**src/rtl/lfss_pkg.sv**
```systemverilog
// shared types and constants of the load file symbol stripper
package lfss_pkg;

   localparam logic [31:0] BLK_NAME        = 32'd1000;
   localparam logic [31:0] BLK_CODE        = 32'd1001;
   localparam logic [31:0] BLK_DATA        = 32'd1002;
   localparam logic [31:0] BLK_BSS         = 32'd1003;
   localparam logic [31:0] BLK_RELOC32     = 32'd1004;
   localparam logic [31:0] BLK_SYMBOL      = 32'd1008;
   localparam logic [31:0] BLK_DEBUG       = 32'd1009;
   localparam logic [31:0] BLK_END         = 32'd1010;
   localparam logic [31:0] BLK_HEADER      = 32'd1011;
   localparam logic [31:0] BLK_RELOC32SHRT = 32'd1020;

   localparam logic [23:0] SYM_MAX = 24'hffffff;

   localparam logic [1:0] ST_OK       = 2'd0;
   localparam logic [1:0] ST_NOT_EXEC = 2'd1;
   localparam logic [1:0] ST_BAD_HUNK = 2'd2;
   localparam logic [1:0] ST_AFTER    = 2'd3;

   typedef enum logic [4:0] {
      PH_MAGIC, PH_HDR, PH_TAB0, PH_TAB1, PH_TAB2, PH_SIZES, PH_HTYPE,
      PH_NAME_LEN, PH_NAME_SKIP, PH_CD_LEN, PH_CD_COPY, PH_BSS_LEN,
      PH_DBG_LEN, PH_DBG_SKIP, PH_TTYPE, PH_SYM_LEN, PH_SYM_NAME, PH_SYM_VAL,
      PH_R32_CNT, PH_R32_HUNK, PH_R32_OFS, PH_RS_CNT, PH_RS_HUNK, PH_RS_OFS,
      PH_RS_PAD, PH_DONE, PH_ERR1, PH_ERR2
   } phase_type;

   typedef enum logic [1:0] {
      RES_NONE, RES_DROP, RES_SINGLE, RES_PAIR
   } res_kind_type;

   typedef struct packed {
      logic [15:0] word0;
      logic [15:0] word1;
      logic        two;
      logic        data_valid;
      logic [1:0]  status;
      logic [23:0] symbols;
      logic        all_done;
   } rec_type;

   typedef struct packed {
      logic full;
      logic empty;
   } qstat_type;

endpackage

```
**src/rtl/lfss_front.sv**
```systemverilog
// parser: rebuilds longwords, walks the hunk structure, builds result records
module lfss_front (
   input  logic            clock,
   input  logic            reset,
   input  logic            accept,
   input  logic [15:0]     in_halfword,
   input  logic            start_of_file,
   output logic            push,
   output lfss_pkg::rec_type rec
);

   lfss_pkg::phase_type phase_ff, phase_in, ph;
   logic [15:0] hold_ff, hold_in, hold_c;
   logic        hp_ff, hp_in, hp_c;
   logic [31:0] wl_ff, wl_in, wl_c;
   logic [31:0] hl_ff, hl_in, hl_c;
   logic        par_ff, par_in, par_c;
   logic [23:0] sc_ff, sc_in, sc_c;
   logic [31:0] fh_ff, fh_in, fh_c;
   lfss_pkg::res_kind_type kind;
   logic [31:0] v, n;
   logic        keep;

   always_comb begin
      ph     = start_of_file ? lfss_pkg::PH_MAGIC : phase_ff;
      hold_c = start_of_file ? 16'd0 : hold_ff;
      hp_c   = start_of_file ? 1'b0 : hp_ff;
      wl_c   = start_of_file ? 32'd0 : wl_ff;
      hl_c   = start_of_file ? 32'd0 : hl_ff;
      par_c  = start_of_file ? 1'b0 : par_ff;
      sc_c   = start_of_file ? 24'd0 : sc_ff;
      fh_c   = start_of_file ? 32'd0 : fh_ff;
   end

   // next state
   always_comb begin
      phase_in = ph;
      hold_in  = hold_c;
      hp_in    = hp_c;
      wl_in    = wl_c;
      hl_in    = hl_c;
      par_in   = par_c;
      sc_in    = sc_c;
      fh_in    = fh_c;
      kind     = lfss_pkg::RES_DROP;
      keep     = 1'b0;
      v        = {hold_c, in_halfword};
      n        = v - fh_c + 32'd1;
      if (n[31]) n = 32'd0;
      if (ph == lfss_pkg::PH_DONE || ph == lfss_pkg::PH_ERR1 ||
          ph == lfss_pkg::PH_ERR2) begin
         kind = lfss_pkg::RES_DROP;
      end else if (ph == lfss_pkg::PH_RS_OFS) begin
         wl_in = wl_c - 32'd1;
         if (wl_c == 32'd1) phase_in = lfss_pkg::PH_RS_CNT;
         kind = lfss_pkg::RES_SINGLE;
      end else if (ph == lfss_pkg::PH_RS_PAD) begin
         phase_in = lfss_pkg::PH_TTYPE;
         kind = lfss_pkg::RES_SINGLE;
      end else if (!hp_c) begin
         hold_in = in_halfword;
         hp_in   = 1'b1;
         kind    = lfss_pkg::RES_NONE;
      end else begin
         hp_in = 1'b0;
         unique case (ph)
            lfss_pkg::PH_MAGIC: begin
               if (v == lfss_pkg::BLK_HEADER) begin
                  phase_in = lfss_pkg::PH_HDR;
                  keep = 1'b1;
               end else phase_in = lfss_pkg::PH_ERR1;
            end
            lfss_pkg::PH_HDR: begin
               if (v == 32'd0) phase_in = lfss_pkg::PH_TAB0;
               keep = 1'b1;
            end
            lfss_pkg::PH_TAB0: begin
               phase_in = lfss_pkg::PH_TAB1;
               keep = 1'b1;
            end
            lfss_pkg::PH_TAB1: begin
               fh_in = v;
               phase_in = lfss_pkg::PH_TAB2;
               keep = 1'b1;
            end
            lfss_pkg::PH_TAB2: begin
               hl_in = n;
               wl_in = n;
               phase_in = (n == 32'd0) ? lfss_pkg::PH_DONE : lfss_pkg::PH_SIZES;
               keep = 1'b1;
            end
            lfss_pkg::PH_SIZES: begin
               wl_in = wl_c - 32'd1;
               if (wl_c == 32'd1)
                  phase_in = (hl_c == 32'd0) ? lfss_pkg::PH_DONE : lfss_pkg::PH_HTYPE;
               keep = 1'b1;
            end
            lfss_pkg::PH_HTYPE: begin
               if (v == lfss_pkg::BLK_NAME) phase_in = lfss_pkg::PH_NAME_LEN;
               else if (v == lfss_pkg::BLK_CODE || v == lfss_pkg::BLK_DATA) begin
                  phase_in = lfss_pkg::PH_CD_LEN;
                  keep = 1'b1;
               end else if (v == lfss_pkg::BLK_BSS) begin
                  phase_in = lfss_pkg::PH_BSS_LEN;
                  keep = 1'b1;
               end else if (v == lfss_pkg::BLK_DEBUG) phase_in = lfss_pkg::PH_DBG_LEN;
               else phase_in = lfss_pkg::PH_ERR2;
            end
            lfss_pkg::PH_NAME_LEN: begin
               wl_in = v;
               phase_in = (v == 32'd0) ? lfss_pkg::PH_HTYPE : lfss_pkg::PH_NAME_SKIP;
            end
            lfss_pkg::PH_NAME_SKIP: begin
               wl_in = wl_c - 32'd1;
               if (wl_c == 32'd1) phase_in = lfss_pkg::PH_HTYPE;
            end
            lfss_pkg::PH_CD_LEN: begin
               wl_in = v;
               phase_in = (v == 32'd0) ? lfss_pkg::PH_TTYPE : lfss_pkg::PH_CD_COPY;
               keep = 1'b1;
            end
            lfss_pkg::PH_CD_COPY: begin
               wl_in = wl_c - 32'd1;
               if (wl_c == 32'd1) phase_in = lfss_pkg::PH_TTYPE;
               keep = 1'b1;
            end
            lfss_pkg::PH_BSS_LEN: begin
               phase_in = lfss_pkg::PH_TTYPE;
               keep = 1'b1;
            end
            lfss_pkg::PH_DBG_LEN: begin
               wl_in = v;
               phase_in = (v == 32'd0) ? lfss_pkg::PH_TTYPE : lfss_pkg::PH_DBG_SKIP;
            end
            lfss_pkg::PH_DBG_SKIP: begin
               wl_in = wl_c - 32'd1;
               if (wl_c == 32'd1) phase_in = lfss_pkg::PH_TTYPE;
            end
            lfss_pkg::PH_TTYPE: begin
               if (v == lfss_pkg::BLK_END) begin
                  hl_in = hl_c - 32'd1;
                  phase_in = (hl_c == 32'd1) ? lfss_pkg::PH_DONE : lfss_pkg::PH_HTYPE;
                  keep = 1'b1;
               end else if (v == lfss_pkg::BLK_DEBUG) phase_in = lfss_pkg::PH_DBG_LEN;
               else if (v == lfss_pkg::BLK_SYMBOL) phase_in = lfss_pkg::PH_SYM_LEN;
               else if (v == lfss_pkg::BLK_RELOC32) begin
                  phase_in = lfss_pkg::PH_R32_CNT;
                  keep = 1'b1;
               end else if (v == lfss_pkg::BLK_RELOC32SHRT) begin
                  par_in = 1'b0;
                  phase_in = lfss_pkg::PH_RS_CNT;
                  keep = 1'b1;
               end else phase_in = lfss_pkg::PH_ERR2;
            end
            lfss_pkg::PH_SYM_LEN: begin
               if (v[23:0] == 24'd0) phase_in = lfss_pkg::PH_TTYPE;
               else begin
                  if (sc_c != lfss_pkg::SYM_MAX) sc_in = sc_c + 24'd1;
                  wl_in = {8'd0, v[23:0]};
                  phase_in = lfss_pkg::PH_SYM_NAME;
               end
            end
            lfss_pkg::PH_SYM_NAME: begin
               wl_in = wl_c - 32'd1;
               if (wl_c == 32'd1) phase_in = lfss_pkg::PH_SYM_VAL;
            end
            lfss_pkg::PH_SYM_VAL: phase_in = lfss_pkg::PH_SYM_LEN;
            lfss_pkg::PH_R32_CNT: begin
               if (v == 32'd0) phase_in = lfss_pkg::PH_TTYPE;
               else begin
                  wl_in = v;
                  phase_in = lfss_pkg::PH_R32_HUNK;
               end
               keep = 1'b1;
            end
            lfss_pkg::PH_R32_HUNK: begin
               phase_in = lfss_pkg::PH_R32_OFS;
               keep = 1'b1;
            end
            lfss_pkg::PH_R32_OFS: begin
               wl_in = wl_c - 32'd1;
               if (wl_c == 32'd1) phase_in = lfss_pkg::PH_R32_CNT;
               keep = 1'b1;
            end
            lfss_pkg::PH_RS_CNT: begin
               if (v == 32'd0)
                  phase_in = par_c ? lfss_pkg::PH_RS_PAD : lfss_pkg::PH_TTYPE;
               else begin
                  wl_in = v;
                  par_in = par_c ^ v[0];
                  phase_in = lfss_pkg::PH_RS_HUNK;
               end
               keep = 1'b1;
            end
            lfss_pkg::PH_RS_HUNK: begin
               phase_in = lfss_pkg::PH_RS_OFS;
               keep = 1'b1;
            end
            default: keep = 1'b0;
         endcase
         kind = keep ? lfss_pkg::RES_PAIR : lfss_pkg::RES_DROP;
      end
   end

   // result record
   always_comb begin
      push = accept && (kind != lfss_pkg::RES_NONE);
      rec.word1      = in_halfword;
      rec.two        = (kind == lfss_pkg::RES_PAIR);
      rec.data_valid = (kind == lfss_pkg::RES_PAIR) || (kind == lfss_pkg::RES_SINGLE);
      unique case (kind)
         lfss_pkg::RES_PAIR:   rec.word0 = hold_c;
         lfss_pkg::RES_SINGLE: rec.word0 = in_halfword;
         default:              rec.word0 = 16'd0;
      endcase
      if (ph == lfss_pkg::PH_DONE)            rec.status = lfss_pkg::ST_AFTER;
      else if (phase_in == lfss_pkg::PH_ERR1) rec.status = lfss_pkg::ST_NOT_EXEC;
      else if (phase_in == lfss_pkg::PH_ERR2) rec.status = lfss_pkg::ST_BAD_HUNK;
      else                                    rec.status = lfss_pkg::ST_OK;
      rec.symbols  = sc_in;
      rec.all_done = (phase_in == lfss_pkg::PH_DONE);
   end

   always_ff @(posedge clock) begin
      if (reset) begin
         phase_ff <= lfss_pkg::PH_MAGIC;
         hold_ff  <= 16'd0;
         hp_ff    <= 1'b0;
         wl_ff    <= 32'd0;
         hl_ff    <= 32'd0;
         par_ff   <= 1'b0;
         sc_ff    <= 24'd0;
         fh_ff    <= 32'd0;
      end else if (accept) begin
         phase_ff <= phase_in;
         hold_ff  <= hold_in;
         hp_ff    <= hp_in;
         wl_ff    <= wl_in;
         hl_ff    <= hl_in;
         par_ff   <= par_in;
         sc_ff    <= sc_in;
         fh_ff    <= fh_in;
      end
   end

endmodule

```
**src/rtl/lfss_queue.sv**
```systemverilog
// four-entry record queue between parser and output stage
module lfss_queue (
   input  logic              clock,
   input  logic              reset,
   input  logic              push,
   input  lfss_pkg::rec_type push_rec,
   input  logic              pop,
   output lfss_pkg::rec_type head,
   output lfss_pkg::qstat_type stat
);

   lfss_pkg::rec_type mem_ff [4];
   logic [1:0] wp_ff, rp_ff;
   logic [2:0] cnt_ff, cnt_in;

   assign head       = mem_ff[rp_ff];
   assign stat.full  = (cnt_ff == 3'd4);
   assign stat.empty = (cnt_ff == 3'd0);

   always_comb begin
      cnt_in = cnt_ff;
      if (push && !pop) cnt_in = cnt_ff + 3'd1;
      else if (pop && !push) cnt_in = cnt_ff - 3'd1;
   end

   always_ff @(posedge clock) begin
      if (push) mem_ff[wp_ff] <= push_rec;
   end

   always_ff @(posedge clock) begin
      if (reset) begin
         wp_ff  <= 2'd0;
         rp_ff  <= 2'd0;
         cnt_ff <= 3'd0;
      end else begin
         if (push) wp_ff <= wp_ff + 2'd1;
         if (pop)  rp_ff <= rp_ff + 2'd1;
         cnt_ff <= cnt_in;
      end
   end

endmodule

```
**src/rtl/lfss_back.sv**
```systemverilog
// output stage: splits records into halfword responses
module lfss_back (
   input  logic                clock,
   input  logic                reset,
   input  lfss_pkg::rec_type   head,
   input  lfss_pkg::qstat_type stat,
   output logic                pop,
   output logic                rsp_valid,
   input  logic                rsp_ready,
   output logic [15:0]         rsp_out_halfword,
   output logic                rsp_data_valid,
   output logic [1:0]          rsp_status,
   output logic [23:0]         rsp_symbols_stripped,
   output logic                rsp_all_done
);

   logic        valid_ff, valid_in;
   logic        sec_ff, sec_in;
   logic        load;
   logic [15:0] hw_ff;
   logic        dv_ff;
   logic [1:0]  st_ff;
   logic [23:0] sym_ff;
   logic        done_ff;

   always_comb begin
      load     = (!valid_ff || rsp_ready) && !stat.empty;
      pop      = load && (sec_ff || !head.two);
      sec_in   = sec_ff;
      valid_in = valid_ff;
      if (valid_ff && rsp_ready) valid_in = 1'b0;
      if (load) begin
         valid_in = 1'b1;
         sec_in   = !sec_ff && head.two;
      end
   end

   always_ff @(posedge clock) begin
      if (reset) begin
         valid_ff <= 1'b0;
         sec_ff   <= 1'b0;
      end else begin
         valid_ff <= valid_in;
         sec_ff   <= sec_in;
      end
   end

   always_ff @(posedge clock) begin
      if (load) begin
         hw_ff   <= sec_ff ? head.word1 : head.word0;
         dv_ff   <= head.data_valid;
         st_ff   <= head.status;
         sym_ff  <= head.symbols;
         done_ff <= head.all_done;
      end
   end

   assign rsp_valid            = valid_ff;
   assign rsp_out_halfword     = hw_ff;
   assign rsp_data_valid       = dv_ff;
   assign rsp_status           = st_ff;
   assign rsp_symbols_stripped = sym_ff;
   assign rsp_all_done         = done_ff;

endmodule

```
**src/rtl/load_file_symbol_stripper.sv**
```systemverilog
// top level of the hunk load file symbol stripper
// usage:
//   req_ channel carries one halfword of the load file per request, most
//   significant half of each longword first; req_start_of_file restarts
//   parsing at the header magic with that halfword.
//   rsp_ channel gives the halfwords kept for the stripped file together
//   with status, running symbol count and the all-done flag; dropped
//   longwords and error or after-end requests give one response with
//   rsp_data_valid low, a kept longword gives two responses.
//   a response passes the record queue, then the output register once free.
//   throughput: one request per cycle while the four-entry record queue
//   is not full; the output stage sends one halfword per cycle while
//   rsp_ready is high, so a kept longword (two requests, two responses)
//   flows at full rate.
//   reset clears parser state, queue and output valid flag; no request or
//   response is in flight afterwards.
//   when the receiver stalls the queue fills and req_ready falls; the
//   offered response holds until taken.
module load_file_symbol_stripper (
   input  logic        clock,
   input  logic        reset,
   input  logic        req_valid,
   output logic        req_ready,
   input  logic [15:0] req_in_halfword,
   input  logic        req_start_of_file,
   output logic        rsp_valid,
   input  logic        rsp_ready,
   output logic [15:0] rsp_out_halfword,
   output logic        rsp_data_valid,
   output logic [1:0]  rsp_status,
   output logic [23:0] rsp_symbols_stripped,
   output logic        rsp_all_done
);

   logic                accept;
   logic                push;
   logic                pop;
   lfss_pkg::rec_type   rec;
   lfss_pkg::rec_type   head;
   lfss_pkg::qstat_type stat;

   assign req_ready = !stat.full;
   assign accept    = req_valid && req_ready;

   lfss_front u_front (
      .clock         (clock),
      .reset         (reset),
      .accept        (accept),
      .in_halfword   (req_in_halfword),
      .start_of_file (req_start_of_file),
      .push          (push),
      .rec           (rec)
   );

   lfss_queue u_queue (
      .clock    (clock),
      .reset    (reset),
      .push     (push),
      .push_rec (rec),
      .pop      (pop),
      .head     (head),
      .stat     (stat)
   );

   lfss_back u_back (
      .clock                (clock),
      .reset                (reset),
      .head                 (head),
      .stat                 (stat),
      .pop                  (pop),
      .rsp_valid            (rsp_valid),
      .rsp_ready            (rsp_ready),
      .rsp_out_halfword     (rsp_out_halfword),
      .rsp_data_valid       (rsp_data_valid),
      .rsp_status           (rsp_status),
      .rsp_symbols_stripped (rsp_symbols_stripped),
      .rsp_all_done         (rsp_all_done)
   );

   a_queue_sane: assert property (@(posedge clock) disable iff (reset)
      !(stat.full && stat.empty))
      else $error("queue both full and empty");

   a_pop_needs_data: assert property (@(posedge clock) disable iff (reset)
      pop |-> !stat.empty)
      else $error("pop from empty queue");

   a_after_end_done: assert property (@(posedge clock) disable iff (reset)
      (rsp_valid && rsp_status == lfss_pkg::ST_AFTER) |-> rsp_all_done)
      else $error("after-end status without done");

   a_error_no_data: assert property (@(posedge clock) disable iff (reset)
      (rsp_valid && rsp_status != lfss_pkg::ST_OK) |->
      (!rsp_data_valid && rsp_out_halfword == 16'd0))
      else $error("data on error response");

endmodule

```
**config.mk**
```make
export PLATFORM = sky130hd
export DESIGN_NAME = load_file_symbol_stripper
export DESIGN_NICKNAME = d
export VERILOG_FILES = /design/src/rtl/lfss_pkg.sv /design/src/rtl/lfss_front.sv /design/src/rtl/lfss_queue.sv /design/src/rtl/lfss_back.sv /design/src/rtl/load_file_symbol_stripper.sv
export SDC_FILE = /design/constraint.sdc
export NUM_CORES = 1
export LEC_CHECK = 0
export ABC_AREA = 1
export BUFFER_PORTS_ARGS = -buffer_cell sky130_fd_sc_hd__buf_2
export CAP_MARGIN = 20
export CELL_PAD_IN_SITES_DETAIL_PLACEMENT = 1
export CELL_PAD_IN_SITES_GLOBAL_PLACEMENT = 2
export CORE_MARGIN = 3
export CORE_UTILIZATION = 41
export DETAILED_ROUTE_END_ITERATION = 12
export PLACE_DENSITY_LB_ADDON = 0.1
export SYNTH_ARGS = -nofsm -noshare
export SYNTH_HDL_FRONTEND = slang
export SYNTH_SLANG_ARGS = --single-unit
export TNS_END_PERCENT = 1
```
**constraint.sdc**
```tcl
create_clock -name clock -period 9.8 [get_ports clock]
set_clock_uncertainty 0.15 [all_clocks]
set_input_delay 1.47 -clock clock [delete_from_list [all_inputs] [get_ports clock]]
set_output_delay 1.47 -clock clock [all_outputs]
set_load 0.05 [all_outputs]
```
Word-level counts from Yosys, hierarchy flattened
Memory sizes are Yosys's and may differ from the RTL's. A register that Yosys moved wholly into a read port is not among the register bits.
Cells that the tools add are included.
Cells by class
  add/subtract/negate cells: 9
  muxes and demuxes: 117
  reductions and logical operators: 35
  equality and inequality tests: 46
  bitwise logic cells: 1
Operators with widths (number)
  32-bit 2-to-1 mux: 19
  32-bit by 10-bit equality test with 1-bit output (second input constant): 10
  24-bit 2-to-1 mux: 8
  32-bit case mux with 5 select lines: 1
  5-bit 2-to-1 mux: 28
  5-bit case mux with 22 select lines: 1
  32-bit logical NOT: 3
  16-bit 2-to-1 mux: 6
  5-bit equality test (second input constant): 15
  32-bit by 1-bit equality test with 1-bit output (second input constant): 2
  32-bit case mux with 2 select lines: 1
  32-bit by 1-bit subtractor with 32-bit output (second input constant): 2
  5-bit by 4-bit equality test with 1-bit output (second input constant): 8
  1-bit 2-to-1 mux: 33
  32-bit by 1-bit adder with 32-bit output (second input constant): 1
  16-bit case mux with 2 select lines: 1
  32-bit subtractor: 1
  31-bit 2-to-1 mux: 1
  24-bit by 1-bit adder with 24-bit output (second input constant): 1
  24-bit logical NOT: 1
  24-bit inequality test (second input constant): 1
  2-bit 2-to-1 mux: 11
  5-bit by 3-bit equality test with 1-bit output (second input constant): 4
  13-bit OR reduction: 1
  other kinds (21): 48
Storage, ports and cells
  logic and storage cells: 227
  register bits: 196
  bits of input ports: 21
  output and inout port bits: 46
  memories: 1
  memory bits (writable): 244
Memories
  u_queue.mem_ff: depth 4, bits a word 61, read ports 1, clocked after Yosys merged registers in 1, write ports 1, RTL line lfss_queue.sv:12  | lfss_pkg::rec_type mem_ff [4];

Depth between registers and ports, before layout
  word-level depth: 23
  mapped depth: 35
  gate-level depth less buffers: 30

Cells and area by module
A second synthesis with hierarchy kept.
Unflattened totals
  cells, all modules: 3394
  area total of the unflattened synthesis: 26477.9 µm²
Modules (own cells, without submodules)
  lfss_front: cells each 2633, instances 1, seq. area each 2862.7 µm², area an instance 14739.1 µm²
  lfss_queue: cells each 647, instances 1, seq. area each 7507.2 µm², area an instance 10077.2 µm²
  lfss_back: cells each 111, instances 1, seq. area each 1361.3 µm², area an instance 1647.8 µm²
  load_file_symbol_stripper: cells each 3, instances 1, seq. area each 0.0 µm², area an instance 13.8 µm²

Worst setup path before layout
OpenSTA, ideal clock, no wires.
  path kind: input -> register
  from: input port req_start_of_file
  to: memory u_queue.mem_ff[0][0] (netlist bit) (enable)
  stages: 11
  library setup time: 0.480 ns
  data required time: 9.170 ns
  path slack: 3.222 ns
  arrival: 5.947 ns
  buffers on the path: 5
  path through: buf_6 buf_2 nor2_1 clkbuf_1 clkbuf_1 clkbuf_1 ha_1 nand2_1 nand3_1 nand2_1 nor2_1
Between the ends
  longest elaborated chain between the ends: 21
  elaborated cells between the ends (all ways): 61
  classes of those cells: eq/ne (30); mux (24); reduce/logical (7)
RTL lines
  start: declaration: RTL line load_file_symbol_stripper.sv:25  | input logic req_start_of_file,
  16-bit 2-to-1 mux: RTL line lfss_front.sv:26  | hold_c = start_of_file ? 16'd0 : hold_ff;
  32-bit by 10-bit equality test with 1-bit output: RTL line lfss_front.sv:149  | end else if (v == lfss_pkg::BLK_RELOC32SHRT) begin
  1-bit 2-to-1 mux: RTL line lfss_front.sv:149
  1-bit 2-to-1 mux: RTL line lfss_front.sv:146  | else if (v == lfss_pkg::BLK_RELOC32) begin
  1-bit 2-to-1 mux: RTL line lfss_front.sv:145  | else if (v == lfss_pkg::BLK_SYMBOL) phase_in = lfss_pkg::PH_SYM_LEN;
  1-bit 2-to-1 mux: RTL line lfss_front.sv:144  | end else if (v == lfss_pkg::BLK_DEBUG) phase_in = lfss_pkg::PH_DBG_LEN;
  1-bit 2-to-1 mux: RTL line lfss_front.sv:140  | if (v == lfss_pkg::BLK_END) begin
  1-bit case mux with 4 select lines: RTL line lfss_front.sv:66  | unique case (ph)
  [... 5 more ...]
  2-bit 2-to-1 mux: RTL line lfss_front.sv:60  | end else if (!hp_c) begin
  2-bit 2-to-1 mux: RTL line lfss_front.sv:57  | end else if (ph == lfss_pkg::PH_RS_PAD) begin
  2-bit 2-to-1 mux: RTL line lfss_front.sv:53  | end else if (ph == lfss_pkg::PH_RS_OFS) begin
  2-bit 2-to-1 mux (*): RTL line lfss_front.sv:50  | if (ph == lfss_pkg::PH_DONE || ph == lfss_pkg::PH_ERR1 ||
  2-bit nonzero test (*): RTL line lfss_front.sv:207  | push = accept && (kind != lfss_pkg::RES_NONE);
  1-bit logical AND (*): RTL line lfss_front.sv:207
  1-bit 2-to-1 mux (*): RTL line lfss_queue.sv:27  | if (push) mem_ff[wp_ff] <= push_rec;
  1-bit 2-to-1 mux (implied by the code) (*): RTL line lfss_queue.sv:27
  end: declaration: RTL line lfss_queue.sv:12
Mark *: on every way between the ends. The rest lies on a longest branch, timed or not. The select of a mux whose other input is x is not followed.

==> flow_summary.yaml <==
timing:
  post-route-min-period_ns: 6.94
  drv_slew: 0
  fin_crit_sh: 0.708
  setup_viol_count_final: 0
  max_freq_mhz: 144
  slew_headroom: 0.183
  report.final.hold_viol_count: 0
  tns_ns: 0
  grt_setup_unrepaired: "no"
  worst_pin_slew_ns: 1.22
final_layout:
  syn2layout_area_growth_pct: 10.2
  nets: 3486
  drive_above_1_share: 0.0762
  fin_util: 0.462
synth:
  synth_top_area_cell: "edfxtp_1"
  synth_top_area_share: 0.331
  ys_seq_area_frac: 0.448
  synth.ff_latch_count: 442
  synth-edff-count: 288
  synth_cell_types: 60
  syn_area_per_cell_um2: 7.67
  ys.flop_type: "edfxtp_1"
  syn-cell-area_mm2: 0.0262
  synthArstFlopShare: 0
  syn_nets: 3500
  yosys-top-cells-area: "edfxtp_1 33%, dfxtp_1 12%, nand2_1 10%, nor2_1 6.5%, inv_1 6.0%"
  synth_cells: 3412
  yosysMostFrequentCell: "nand2_1"
  synth_commonest_cells: "722 x nand2_1, 452 x nor2_1, 417 x inv_1"
  ys_warn_count: 0
floorplanning:
  fp-row-count: 91
  die_y_um: 259
  ios: 67
  dieArea_mm2: 0.0669
  core-area_mm2: 0.0624
  initial_core_util: 0.419
  die_x_um: 259
detailed_routing:
  drtPass1Iterations: 5
  vias: 24223
  postRouteAntennaNets: 0
  wl_per_cell_um: 23.0
  drt_iter0_drc: 1690
  drcViolationCount: 0
  routed_wl_um: 98200
  vias_per_cell: 5.66
critical_path:
  crit_buf_inv: 3
  cpMostUsedCell: "nand2_1"
  critical_path_class: "input pin to flip-flop"
  r2r_slack_ns: 4.43
  start_kind: "input pin"
  crit_path_top_delay_cell: "clkinv_2"
  cp.depth: 27
  path_max_fanout: 55
  end_kind: "flip-flop"
  rr_worst_depth: 25
  r2r_end: "u_queue.mem_ff[2][0]$_DFFE_PP_"
  cp.required_ns: 10.07
  arrival_ns: 7.20
  slowest_delay_ns: 0.96
  r2r-start: "u_front.hold_ff[6]$_SDFFE_PP0P_"
  crit_family: "simple AND/OR/NAND/NOR gates"
hold_path:
  min_to: "u_front.hl_ff[23]$_SDFFE_PP0P_"
  min_path_cells: 2
  min-delay-start: "u_front.hl_ff[23]$_SDFFE_PP0P_"
  hp-class: "flip-flop to flip-flop"
power_and_ir_drop:
  vdd_drop_max_v: 0.000125
  power.density_mw_per_mm2: 226
  power.total_mw: 6.51
  p_leak_nw: 12.3
global_route:
  grt_pass1_vias: 24576
  grt_usage: 0.290
  grt_pass1_wl_um: 149000
  grt_max_degree: 88
  overflow: 0
  antenna_found_initial: 4
clocking:
  cts.clk_slew.worst_paths_ns: 0.06
  cts_resized: 0
  clock_latency_ns: 0.61
  cts_tree: "done"
  cts_made_buffers: 50
  cts.sinks: 442
  postCtsSetupBuffers: 0
  clockBufferDepth: 3
  ctsRootBufferMaster: "clkbuf_16"
  ctsHoldBuffers: 0
  htree_levels: 2
status:
  status: "complete, no violations"
flow_run:
  cap_violations: 0
placed_design:
  hpwl_um: 70100
  portBuffers: 66
  gp_congestion: 0.945
==> registers in the layout (all words and copies together), names as in the netlist, 2 cells and up, named ones only <==
name                         flops
u_front.hold_ff                 16
u_queue.wp_ff                    2
u_back.rsp_out_halfword         16
u_front.phase_ff                 5
u_back.rsp_status                2
u_front.wl_ff                   32
u_front.hl_ff                   32
u_queue.rp_ff                    2
u_back.rsp_symbols_stripped     24
u_front.sc_ff                   24
u_queue.cnt_ff                   3
u_front.fh_ff                   32
u_queue.mem_ff                 244
==> area by class of cell <==
cell class / instances / area [µm²]
inverter: 438 / 1650
clock inverter: 27 / 333
antenna: 1 / 2.50
timing repair buffer: 94 / 596
fill: 7667 / 33600
clock buffer: 65 / 1320
tap: 837 / 1050
sequential: 442 / 11700
multi-input combinational: 2372 / 12100
==> power by group <==
part	total (mW)	leakage, nW	internal, mW	switching (mW)
Combinational	2.26	7.58	0.543	1.72
Clock	1.90	0.788	1.09	0.809
Sequential	2.35	3.97	2.25	0.104
==> stage by stage <==
stage               instances  cell area (µm²)  setup WS, ns  hold slack [ns]
finish                   4276            28800          2.86            0.313
global route             4275            28800          2.42            0.330
CTS                      4273            28800          2.81            0.314
detailed placement       4181            27100          2.18            0.306
global placement         4180            27100          2.34            0.299
floorplan                3412            26200          3.22            0.286
==> placed cells by master, fill, tap and decap left out, types with 26 or more instances in the layout <==
cell type / synthesis / layout
nand2_1: 722 / 721
nor2_1: 452 / 447
inv_1: 417 / 415
o21ai_0: 304 / 304
edfxtp_1: 288 / 288
a21oi_1: 208 / 208
dfxtp_1: 154 / 152
nand3_1: 144 / 144
o211ai_1: 67 / 67
xor2_1: 65 / 65
ha_1: 65 / 65
buf_2: 18 / 65
nand4_1: 64 / 64
o22ai_1: 52 / 52
clkbuf_16: 0 / 50
o221ai_1: 40 / 40
nor3_1: 32 / 32
buf_4: 2 / 26
==> worst register-to-register path, cell delays in order (launching register included) <==
cell and delay, ns:
dfxtp_1 0.35, inv_1 0.06, nor2_1 0.58, inv_1 0.26
nor2_1 0.22, a21oi_1 0.09, ha_1 0.39, nand2_1 0.14
inv_1 0.05, a21oi_1 0.20, nand2_1 0.13, a21oi_1 0.24
nand2_1 0.11, nand2_1 0.09, nand2_2 0.35, nand2_1 0.30
nand2_1 0.08, nor2_1 0.10, nand2_1 0.06, nor2_1 0.19
nand3_1 0.31, nand2_1 0.17, nand2_1 0.10, nor2_2 0.16
nand2_1 0.06, nor2_1 0.21
==> routing by layer <==
metal	GRT usage	up-vias	share of wire
met5	0	-	0.00016
met4	0.113	2	0.041
met3	0.0299	174	0.043
met2	0.492	615	0.48
met1	0.381	12025	0.44
li1	-	11407	-
==> cells by family (layout without fill, tap and decap cells) <==
family                   count (synthesis)  after routing  share of synthesized area
flip-flops                             442            442                      0.448
buffers and inverters                  598            624                     0.0898
AND/OR/NAND/NOR                       1492           1492                      0.242
adder cells (fa/ha/maj)                 67             67                     0.0326
other                                    0              1                          0
XOR/XNOR                                79             79                     0.0267
AO/OA/AOI/OAI                          734            734                      0.160
==> worst max-delay path by stage <==
stage                       from                              end  slack (ns)
2_1_floorplan  req_start_of_file   u_queue.mem_ff[0][0]$_DFFE_PP_        3.22
3_3_place_gp   req_start_of_file  u_queue.mem_ff[0][32]$_DFFE_PP_        2.34
3_5_place_dp   req_start_of_file  u_queue.mem_ff[1][33]$_DFFE_PP_        2.18
4_1_cts        req_start_of_file  u_queue.mem_ff[1][57]$_DFFE_PP_        2.81
5_1_grt        req_start_of_file   u_queue.mem_ff[0][0]$_DFFE_PP_        2.42
6_report       req_start_of_file   u_queue.mem_ff[2][0]$_DFFE_PP_        2.86
Power figures use the tool's default switching activity.
